[config.mk]
export PLATFORM = sky130hd
export DESIGN_NAME = class_constant_pool_parser_core
export DESIGN_NICKNAME = d
export VERILOG_FILES = /design/src/rtl/ccp_pkg.sv /design/src/rtl/ccp_in_stage.sv /design/src/rtl/ccp_parse.sv /design/src/rtl/ccp_out_stage.sv /design/src/rtl/class_constant_pool_parser_core.sv
export SDC_FILE = /design/constraint.sdc
export NUM_CORES = 1
export LEC_CHECK = 0
export BUFFER_PORTS_ARGS = -buffer_cell sky130_fd_sc_hd__buf_2
export CORE_ASPECT_RATIO = 1.75
export CORE_MARGIN = 3
export CORE_UTILIZATION = 53
export DETAILED_ROUTE_END_ITERATION = 6
export GPL_ROUTABILITY_DRIVEN = 1
export PLACE_DENSITY = 0.87
export REMOVE_ABC_BUFFERS = 1
export SLEW_MARGIN = 20
export SYNTH_ARGS = -nofsm -noshare
export SYNTH_HDL_FRONTEND = slang
export SYNTH_SLANG_ARGS = --single-unit
[constraint.sdc]
create_clock -name aclk -period 10 [get_ports aclk]
set_input_delay 0 -clock aclk [delete_from_list [all_inputs] [get_ports aclk]]
set_output_delay 0 -clock aclk [all_outputs]
set_load 0.01 [all_outputs]
[src/rtl/ccp_pkg.sv]
// Shared types, tag codes and decode functions for the constant pool parser.
// Used by ccp_in_stage, ccp_parse, ccp_out_stage and the top level.
package ccp_pkg;

    typedef enum logic [2:0] {
        PH_IDLE     = 3'd0,
        PH_COUNT_LO = 3'd1,
        PH_TAG      = 3'd2,
        PH_PAYLOAD  = 3'd3,
        PH_TEXT     = 3'd4
    } phase_t;

    localparam logic [7:0] TAG_UTF8          = 8'd1;
    localparam logic [7:0] TAG_INTEGER       = 8'd3;
    localparam logic [7:0] TAG_FLOAT         = 8'd4;
    localparam logic [7:0] TAG_LONG          = 8'd5;
    localparam logic [7:0] TAG_DOUBLE        = 8'd6;
    localparam logic [7:0] TAG_CLASS         = 8'd7;
    localparam logic [7:0] TAG_STRING        = 8'd8;
    localparam logic [7:0] TAG_FIELD_REF     = 8'd9;
    localparam logic [7:0] TAG_METHOD_REF    = 8'd10;
    localparam logic [7:0] TAG_IFACE_REF     = 8'd11;
    localparam logic [7:0] TAG_NAME_AND_TYPE = 8'd12;
    localparam logic [7:0] TAG_METHOD_HANDLE = 8'd15;
    localparam logic [7:0] TAG_METHOD_TYPE   = 8'd16;

    typedef struct packed {
        logic [15:0] slot_number;
        logic [7:0]  entry_tag;
        logic [15:0] first_index;
        logic [15:0] second_index;
        logic [63:0] raw_value;
        logic [7:0]  text_byte;
        logic        text_valid;
        logic        entry_last;
        logic        bad_tag;
        logic        pool_last;
    } result_t;

    // Payload length in bytes for a tag; zero marks an unknown tag.
    function automatic logic [3:0] payload_len(input logic [7:0] tag);
        logic [3:0] len;
        case (tag) inside
            TAG_UTF8:                               len = 4'd2;
            TAG_INTEGER, TAG_FLOAT:                 len = 4'd4;
            TAG_LONG, TAG_DOUBLE:                   len = 4'd8;
            TAG_CLASS, TAG_STRING, TAG_METHOD_TYPE: len = 4'd2;
            TAG_FIELD_REF, TAG_METHOD_REF,
            TAG_IFACE_REF, TAG_NAME_AND_TYPE:       len = 4'd4;
            TAG_METHOD_HANDLE:                      len = 4'd3;
            default:                                len = 4'd0;
        endcase
        return len;
    endfunction

endpackage

[src/rtl/ccp_in_stage.sv]
// Input register of the constant pool parser: holds one accepted stream word.
// Depends on ccp_pkg.
module ccp_in_stage
    import ccp_pkg::*;
(
    input  logic       aclk,
    input  logic       aresetn,
    input  logic       s_valid,
    output logic       s_ready,
    input  logic [7:0] s_data_byte,
    input  logic       s_pool_start,
    input  logic       advance,
    output logic       held_valid,
    output logic [7:0] held_byte,
    output logic       held_start
);

    logic       valid_reg;
    logic       valid_next;
    logic [7:0] byte_reg;
    logic       start_reg;
    logic       load;

    assign s_ready = !valid_reg || advance;
    assign load    = s_valid && s_ready;

    always_comb begin
        valid_next = valid_reg;
        if (load) begin
            valid_next = 1'b1;
        end else if (advance) begin
            valid_next = 1'b0;
        end
    end

    always_ff @(posedge aclk) begin
        if (!aresetn) begin
            valid_reg <= 1'b0;
        end else begin
            valid_reg <= valid_next;
        end
    end

    always_ff @(posedge aclk) begin
        if (load) begin
            byte_reg  <= s_data_byte;
            start_reg <= s_pool_start;
        end
    end

    assign held_valid = valid_reg;
    assign held_byte  = byte_reg;
    assign held_start = start_reg;

endmodule

[src/rtl/ccp_parse.sv]
// Parser state machine: takes one stream word per step and forms at most one result.
// Depends on ccp_pkg.
module ccp_parse
    import ccp_pkg::*;
(
    input  logic       aclk,
    input  logic       aresetn,
    input  logic       step_en,
    input  logic [7:0] data_byte,
    input  logic       pool_start,
    output logic       res_valid,
    output result_t    res
);

    phase_t      phase_reg, phase_next;
    logic [15:0] slots_left_reg, slots_left_next;
    logic [15:0] slot_counter_reg, slot_counter_next;
    logic [7:0]  current_tag_reg, current_tag_next;
    logic [15:0] bytes_left_reg, bytes_left_next;
    logic [63:0] asm_reg, asm_next;
    logic [15:0] held_first_reg, held_first_next;

    logic [15:0] count;
    logic [3:0]  tag_len;
    logic [63:0] asm_shift;
    logic [15:0] bytes_dec;
    logic [7:0]  fin_tag;
    logic [1:0]  fin_used;
    logic        fin_end;
    logic        payload_done;
    logic        text_start;

    assign count        = {asm_reg[7:0], data_byte};
    assign tag_len      = payload_len(data_byte);
    assign asm_shift    = {asm_reg[55:0], data_byte};
    assign bytes_dec    = bytes_left_reg - 16'd1;
    assign payload_done = (bytes_dec == 16'd0);
    assign text_start   = (current_tag_reg == TAG_UTF8) && (asm_shift[15:0] != 16'd0);

    // The entry that closes in this step carries the new tag when it closes on the tag word.
    assign fin_tag  = (phase_reg == PH_TAG) ? data_byte : current_tag_reg;
    assign fin_used = (fin_tag == TAG_LONG || fin_tag == TAG_DOUBLE) ? 2'd2 : 2'd1;
    assign fin_end  = (slots_left_reg <= {14'd0, fin_used});

    always_comb begin
        phase_next = phase_reg;
        if (pool_start) begin
            phase_next = PH_COUNT_LO;
        end else begin
            unique case (phase_reg)
                PH_IDLE: begin
                    phase_next = PH_IDLE;
                end
                PH_COUNT_LO: begin
                    phase_next = (count <= 16'd1) ? PH_IDLE : PH_TAG;
                end
                PH_TAG: begin
                    if (tag_len != 4'd0) begin
                        phase_next = PH_PAYLOAD;
                    end else begin
                        phase_next = fin_end ? PH_IDLE : PH_TAG;
                    end
                end
                PH_PAYLOAD: begin
                    if (payload_done) begin
                        if (text_start) begin
                            phase_next = PH_TEXT;
                        end else begin
                            phase_next = fin_end ? PH_IDLE : PH_TAG;
                        end
                    end
                end
                PH_TEXT: begin
                    if (payload_done) begin
                        phase_next = fin_end ? PH_IDLE : PH_TAG;
                    end
                end
                default: begin
                    phase_next = PH_IDLE;
                end
            endcase
        end
    end

    always_comb begin
        logic close_entry;
        close_entry       = 1'b0;
        slots_left_next   = slots_left_reg;
        slot_counter_next = slot_counter_reg;
        current_tag_next  = current_tag_reg;
        bytes_left_next   = bytes_left_reg;
        asm_next          = asm_reg;
        held_first_next   = held_first_reg;
        res_valid         = 1'b0;
        res               = '0;

        if (pool_start) begin
            asm_next = {56'd0, data_byte};
        end else begin
            unique case (phase_reg)
                PH_IDLE: begin
                end
                PH_COUNT_LO: begin
                    asm_next = '0;
                    if (count <= 16'd1) begin
                        slots_left_next = '0;
                    end else begin
                        slots_left_next   = count - 16'd1;
                        slot_counter_next = 16'd1;
                    end
                end
                PH_TAG: begin
                    current_tag_next = data_byte;
                    asm_next         = '0;
                    if (tag_len == 4'd0) begin
                        res_valid       = 1'b1;
                        res.slot_number = slot_counter_reg;
                        res.entry_tag   = data_byte;
                        res.entry_last  = 1'b1;
                        res.bad_tag     = 1'b1;
                        close_entry     = 1'b1;
                    end else begin
                        bytes_left_next = {12'd0, tag_len};
                    end
                end
                PH_PAYLOAD: begin
                    asm_next        = asm_shift;
                    bytes_left_next = bytes_dec;
                    if (payload_done) begin
                        if (current_tag_reg == TAG_UTF8) begin
                            held_first_next = asm_shift[15:0];
                        end
                        if (text_start) begin
                            bytes_left_next = asm_shift[15:0];
                        end else begin
                            res_valid       = 1'b1;
                            res.slot_number = slot_counter_reg;
                            res.entry_tag   = current_tag_reg;
                            res.entry_last  = 1'b1;
                            close_entry     = 1'b1;
                            case (current_tag_reg) inside
                                TAG_INTEGER, TAG_FLOAT: begin
                                    res.raw_value = {32'd0, asm_shift[31:0]};
                                end
                                TAG_LONG, TAG_DOUBLE: begin
                                    res.raw_value = asm_shift;
                                end
                                TAG_FIELD_REF, TAG_METHOD_REF,
                                TAG_IFACE_REF, TAG_NAME_AND_TYPE: begin
                                    res.first_index  = asm_shift[31:16];
                                    res.second_index = asm_shift[15:0];
                                end
                                TAG_METHOD_HANDLE: begin
                                    res.first_index  = asm_shift[15:0];
                                    res.second_index = {8'd0, asm_shift[23:16]};
                                end
                                default: begin
                                    res.first_index = asm_shift[15:0];
                                end
                            endcase
                        end
                    end
                end
                PH_TEXT: begin
                    bytes_left_next = bytes_dec;
                    res_valid       = 1'b1;
                    res.slot_number = slot_counter_reg;
                    res.entry_tag   = current_tag_reg;
                    res.first_index = held_first_reg;
                    res.text_byte   = data_byte;
                    res.text_valid  = 1'b1;
                    if (payload_done) begin
                        res.entry_last = 1'b1;
                        close_entry    = 1'b1;
                    end
                end
                default: begin
                end
            endcase

            if (close_entry) begin
                res.pool_last = fin_end;
                if (fin_end) begin
                    slots_left_next = '0;
                end else begin
                    slots_left_next   = slots_left_reg - {14'd0, fin_used};
                    slot_counter_next = slot_counter_reg + {14'd0, fin_used};
                end
            end
        end
    end

    always_ff @(posedge aclk) begin
        if (!aresetn) begin
            phase_reg        <= PH_IDLE;
            slots_left_reg   <= '0;
            slot_counter_reg <= '0;
            current_tag_reg  <= '0;
            bytes_left_reg   <= '0;
            asm_reg          <= '0;
            held_first_reg   <= '0;
        end else if (step_en) begin
            phase_reg        <= phase_next;
            slots_left_reg   <= slots_left_next;
            slot_counter_reg <= slot_counter_next;
            current_tag_reg  <= current_tag_next;
            bytes_left_reg   <= bytes_left_next;
            asm_reg          <= asm_next;
            held_first_reg   <= held_first_next;
        end
    end

endmodule

[src/rtl/ccp_out_stage.sv]
// Result register of the constant pool parser, holding one word until it is taken.
// Depends on ccp_pkg.
module ccp_out_stage
    import ccp_pkg::*;
(
    input  logic    aclk,
    input  logic    aresetn,
    input  logic    load,
    input  result_t res,
    input  logic    m_ready,
    output logic    m_valid,
    output result_t held
);

    logic    valid_reg;
    logic    valid_next;
    result_t data_reg;

    always_comb begin
        valid_next = valid_reg;
        if (load) begin
            valid_next = 1'b1;
        end else if (m_ready) begin
            valid_next = 1'b0;
        end
    end

    always_ff @(posedge aclk) begin
        if (!aresetn) begin
            valid_reg <= 1'b0;
        end else begin
            valid_reg <= valid_next;
        end
    end

    always_ff @(posedge aclk) begin
        if (load) begin
            data_reg <= res;
        end
    end

    assign m_valid = valid_reg;
    assign held    = data_reg;

endmodule

[src/rtl/class_constant_pool_parser_core.sv]
// Constant pool parser: one stream byte per word in, at most one result word out.
// A word passes from the input register through the combinational parse step
// into the result register; a full result register holds it in the input register.
// Throughput: one input word per cycle, set by the single parse step between registers.
// A full result register stalls the input only until that result is taken.
// Reset (aresetn low, synchronous) empties both registers and waits for a pool start.
module class_constant_pool_parser_core
    import ccp_pkg::*;
(
    input  logic        aclk,
    input  logic        aresetn,
    input  logic        s_valid,
    output logic        s_ready,
    input  logic [7:0]  s_data_byte,
    input  logic        s_pool_start,
    output logic        m_valid,
    input  logic        m_ready,
    output logic [15:0] m_slot_number,
    output logic [7:0]  m_entry_tag,
    output logic [15:0] m_first_index,
    output logic [15:0] m_second_index,
    output logic [63:0] m_raw_value,
    output logic [7:0]  m_text_byte,
    output logic        m_text_valid,
    output logic        m_entry_last,
    output logic        m_bad_tag,
    output logic        m_pool_last
);

    logic       held_valid;
    logic [7:0] held_byte;
    logic       held_start;
    logic       advance;
    logic       res_valid;
    result_t    res;
    result_t    out_word;

    // A held word is parsed once the result register is free or being emptied.
    assign advance = held_valid && (!m_valid || m_ready);

    ccp_in_stage u_in (
        .aclk         (aclk),
        .aresetn      (aresetn),
        .s_valid      (s_valid),
        .s_ready      (s_ready),
        .s_data_byte  (s_data_byte),
        .s_pool_start (s_pool_start),
        .advance      (advance),
        .held_valid   (held_valid),
        .held_byte    (held_byte),
        .held_start   (held_start)
    );

    ccp_parse u_parse (
        .aclk       (aclk),
        .aresetn    (aresetn),
        .step_en    (advance),
        .data_byte  (held_byte),
        .pool_start (held_start),
        .res_valid  (res_valid),
        .res        (res)
    );

    ccp_out_stage u_out (
        .aclk    (aclk),
        .aresetn (aresetn),
        .load    (advance && res_valid),
        .res     (res),
        .m_ready (m_ready),
        .m_valid (m_valid),
        .held    (out_word)
    );

    assign m_slot_number  = out_word.slot_number;
    assign m_entry_tag    = out_word.entry_tag;
    assign m_first_index  = out_word.first_index;
    assign m_second_index = out_word.second_index;
    assign m_raw_value    = out_word.raw_value;
    assign m_text_byte    = out_word.text_byte;
    assign m_text_valid   = out_word.text_valid;
    assign m_entry_last   = out_word.entry_last;
    assign m_bad_tag      = out_word.bad_tag;
    assign m_pool_last    = out_word.pool_last;

endmodule
==> impl_metrics.env <==
export IMPL_status="finished, final reports clean"
export IMPL_place_ws_ns=5.15
export IMPL_placed_area_um2=13500
export IMPL_ys_warn_count=0
export IMPL_comb_power_share_pct=4.3
export IMPL_postCtsHoldBufs=14
export IMPL_finalCritPeriodShare_pct=49.3
export IMPL_reg2reg_slack_ns=5.07
export IMPL_dr_pass1_iters=6
export IMPL_fillers=1793
export IMPL_drt_iter0_drc=1250
export IMPL_grt_max_degree=84
export IMPL_antenna_found_initial=0
export IMPL_cts_buffers=23
export IMPL_drtAntennaViolNets=0
export IMPL_num_nets_final=1408
export IMPL_cts_setup_buffers=0
export IMPL_clock_latency_ns=0.52
export IMPL_port_buffers=146
export IMPL_cp_arrival_ns=5.38
export IMPL_rsz0062_at_grt="no"
export IMPL_seq_area_frac_synth_pct=54.9
export IMPL_startpoint="u_in.held_byte[4]"
export IMPL_initial_core_util_pct=54.5
export IMPL_layout_setup_ws_ns=5.07
export IMPL_synth_common_cells="nand2_1, edfxtp_1, dfxtp_1, a21oi_1, and2_1"
export IMPL_grt_pass1_wl_um=52500
export IMPL_crit_required_ns=10.45
export IMPL_grt_total_usage_pct=25.7
export IMPL_dp_hpwl_um=22400
export IMPL_synth_async_reset_ratio_pct=0
export IMPL_ys_ff_latch=274
export IMPL_holdWs_ns=0.202
export IMPL_worstSetupEndpoint="u_parse.slot_counter_reg[11]"
export IMPL_worstSetupPathType="flop to flop"
export IMPL_finalSetupTns_ns=0
export IMPL_io_pin_count=147
export IMPL_drive_gt1_share_pct=16.9
export IMPL_grt_use_met3_pct=2.43
export IMPL_synth_cell_types=83
export IMPL_wl_per_cell_um=19.9
export IMPL_grt_overflow_total=0
export IMPL_rows=73
export IMPL_cap_violations=0
export IMPL_busiest_layer="met2"
export IMPL_syn_area_per_cell_um2=9.88
export IMPL_reg2reg_depth=13
export IMPL_crit_slowest_cell="or4_1"
export IMPL_viasPerCell=6.19
export IMPL_synthTopCellsByArea="edfxtp_1, dfxtp_1, and2_1, a21oi_1, nand2_1"
export IMPL_p_leak_nw=5.70
export IMPL_critPathMaxStageDelay_ns=0.76
export IMPL_die_h_um=210
export IMPL_power_share_clock_pct=42.1
export IMPL_synth_top_area_cell="edfxtp_1"
export IMPL_p_switching_w=0.000489
export IMPL_setup_viol=0
export IMPL_p_total_w=0.00222
export IMPL_worst_path_buf_inv=1
export IMPL_path_clk_slew_ns=0.07
export IMPL_synth_top_area_share_pct=33.7
export IMPL_p_per_area_nw_per_um2=154
export IMPL_r2r_start="u_in.held_byte[4]"
export IMPL_p_int_w=0.00174
export IMPL_start_kind="flop"
export IMPL_worstMarginPinSlew_ns=1.15
export IMPL_pwr_share_seq_pct=53.6
export IMPL_ys_flop_type="edfxtp_1"
export IMPL_crit_fanout=20
export IMPL_syn_inst=1271
export IMPL_cts_tree="built"
export IMPL_path_depth=13
export IMPL_min_period_ns=4.93
export IMPL_max_slew_margin_pct=23.5
export IMPL_cts_root_buf="clkbuf_16"
export IMPL_reg2reg_to="u_parse.slot_counter_reg[11]"
export IMPL_die_area_um2=25600
export IMPL_grt_pass1_vias=9824
export IMPL_wl_um=33800
export IMPL_clockBufferDepth=3
export IMPL_fin_area_um2=14400
export IMPL_slew_violations=0
export IMPL_met2_usage_pct=46.9
export IMPL_synth_most_common_cell="nand2_1"
export IMPL_irDropWorstVdd_mv=0.105
export IMPL_largest_reg_flops=132
export IMPL_swShare_pct=22.0
export IMPL_clock_skew_final_ns=0.0131
export IMPL_antenna_cells=0
export IMPL_crit_chain="or4_1, nor2_1, nand4_1, o21ai_0, inv_1, fa_1, a2111oi_0, nand4_1, and2_1, a32o_1, o21ai_2, a22oi_1, nor2_1"
export IMPL_synth_area_um2=12600
export IMPL_num_vias=10500
export IMPL_globalplace_congestion=0.969
export IMPL_die_w_um=122
export IMPL_min_path_type="input pin to flop"
export IMPL_fmax_mhz=203
export IMPL_cpLargestDelayFamily="compound AO/OA/AOI/OAI gates"
export IMPL_grt_use_met1_pct=29.3
export IMPL_htree_levels=1
export IMPL_hold_viol_final=0
export IMPL_syn_to_final_growth_pct=15.0
export IMPL_end_kind="flop"
export IMPL_route_detailed_drc=0
export IMPL_synth_edf_count=141
export IMPL_cts_sinks=274
export IMPL_post_cts_resized=0
export IMPL_core_um2=23000
## power by group through the flow
| stage | registers, W | clock network (W) | logic, W |
|---|---|---|---|
| floorplan | 0.00121 | 0 | 0.0000506 |
| global placement | 0.00122 | 0 | 0.0000858 |
| detailed placement | 0.00122 | 0 | 0.0000857 |
| CTS | 0.00119 | 0.000943 | 0.0000904 |
| global route | 0.00119 | 0.000991 | 0.000103 |
| finish | 0.00119 | 0.000936 | 0.0000956 |
## worst min path at each step
stage                                    to  cells past startpoint           start
after CTS                 u_in.held_byte[2]                      2  s_data_byte[2]
after detailed placement  u_in.held_byte[3]                      1  s_data_byte[3]
final                     u_in.held_byte[3]                      2  s_data_byte[3]
after floorplan           u_in.held_byte[0]                      0  s_data_byte[0]
after global placement    u_in.held_byte[2]                      1  s_data_byte[2]
after global routing      u_in.held_byte[6]                      2  s_data_byte[6]
## placed cells by master, fill, tap and decap left out, types with 11 or more instances in the layout
cell	Yosys	routed
edfxtp_1	141	141
xnor2_1	12	12
nor2_1	96	94
ha_1	11	11
a21oi_1	120	118
dlygate4sd3_1	0	14
dfxtp_1	133	133
buf_4	1	16
buf_2	13	146
a22oi_1	21	21
mux2i_1	20	20
nand2_1	155	155
clkbuf_16	0	24
o21ai_0	36	36
nand3_1	69	69
and2_1	111	111
nor3_1	28	28
## final cells by class
| class | count | area (um2) | share of cell area, % |
|---|---|---|---|
| Clock buffer | 26 | 618 | 4.28 |
| Clock inverter | 15 | 171 | 1.19 |
| Inverter | 11 | 41.3 | 0.286 |
| Multi-Input combinational cell | 894 | 5290 | 36.7 |
| Sequential cell | 274 | 6900 | 47.8 |
| Tap cell | 300 | 375 | 2.60 |
| Timing Repair Buffer | 178 | 1040 | 7.20 |
## layer usage
layer  part of all wire [%]  wire [um]  up-vias
li1                       -          -     4787
met1                     35      11800     5071
met2                     53      18000      527
met3                    6.3       2150      133
met4                    5.6       1900        0
met5                      0          0        -
## logic make-up (layout without fill, tap and decap cells)
group | count (synthesis) | in the layout | share of synthesized area [%]
multiplexers | 23 | 23 | 1.86
flip-flops | 274 | 274 | 54.9
AND/OR/NAND/NOR | 545 | 545 | 22.1
AO/OA/AOI/OAI | 291 | 291 | 14.8
buffers and inverters | 103 | 230 | 3.30
XOR/XNOR | 22 | 22 | 1.54
adder cells (fa/ha/maj) | 13 | 13 | 1.42
## metrics by stage
stage               instances  util, %
detailed placement       1641     58.4
global route             1698     62.7
floorplan                1179        -
global placement         1641     58.4
CTS                      1696     62.5
finish                   1698     62.7
Power figures use the tool's default switching activity.
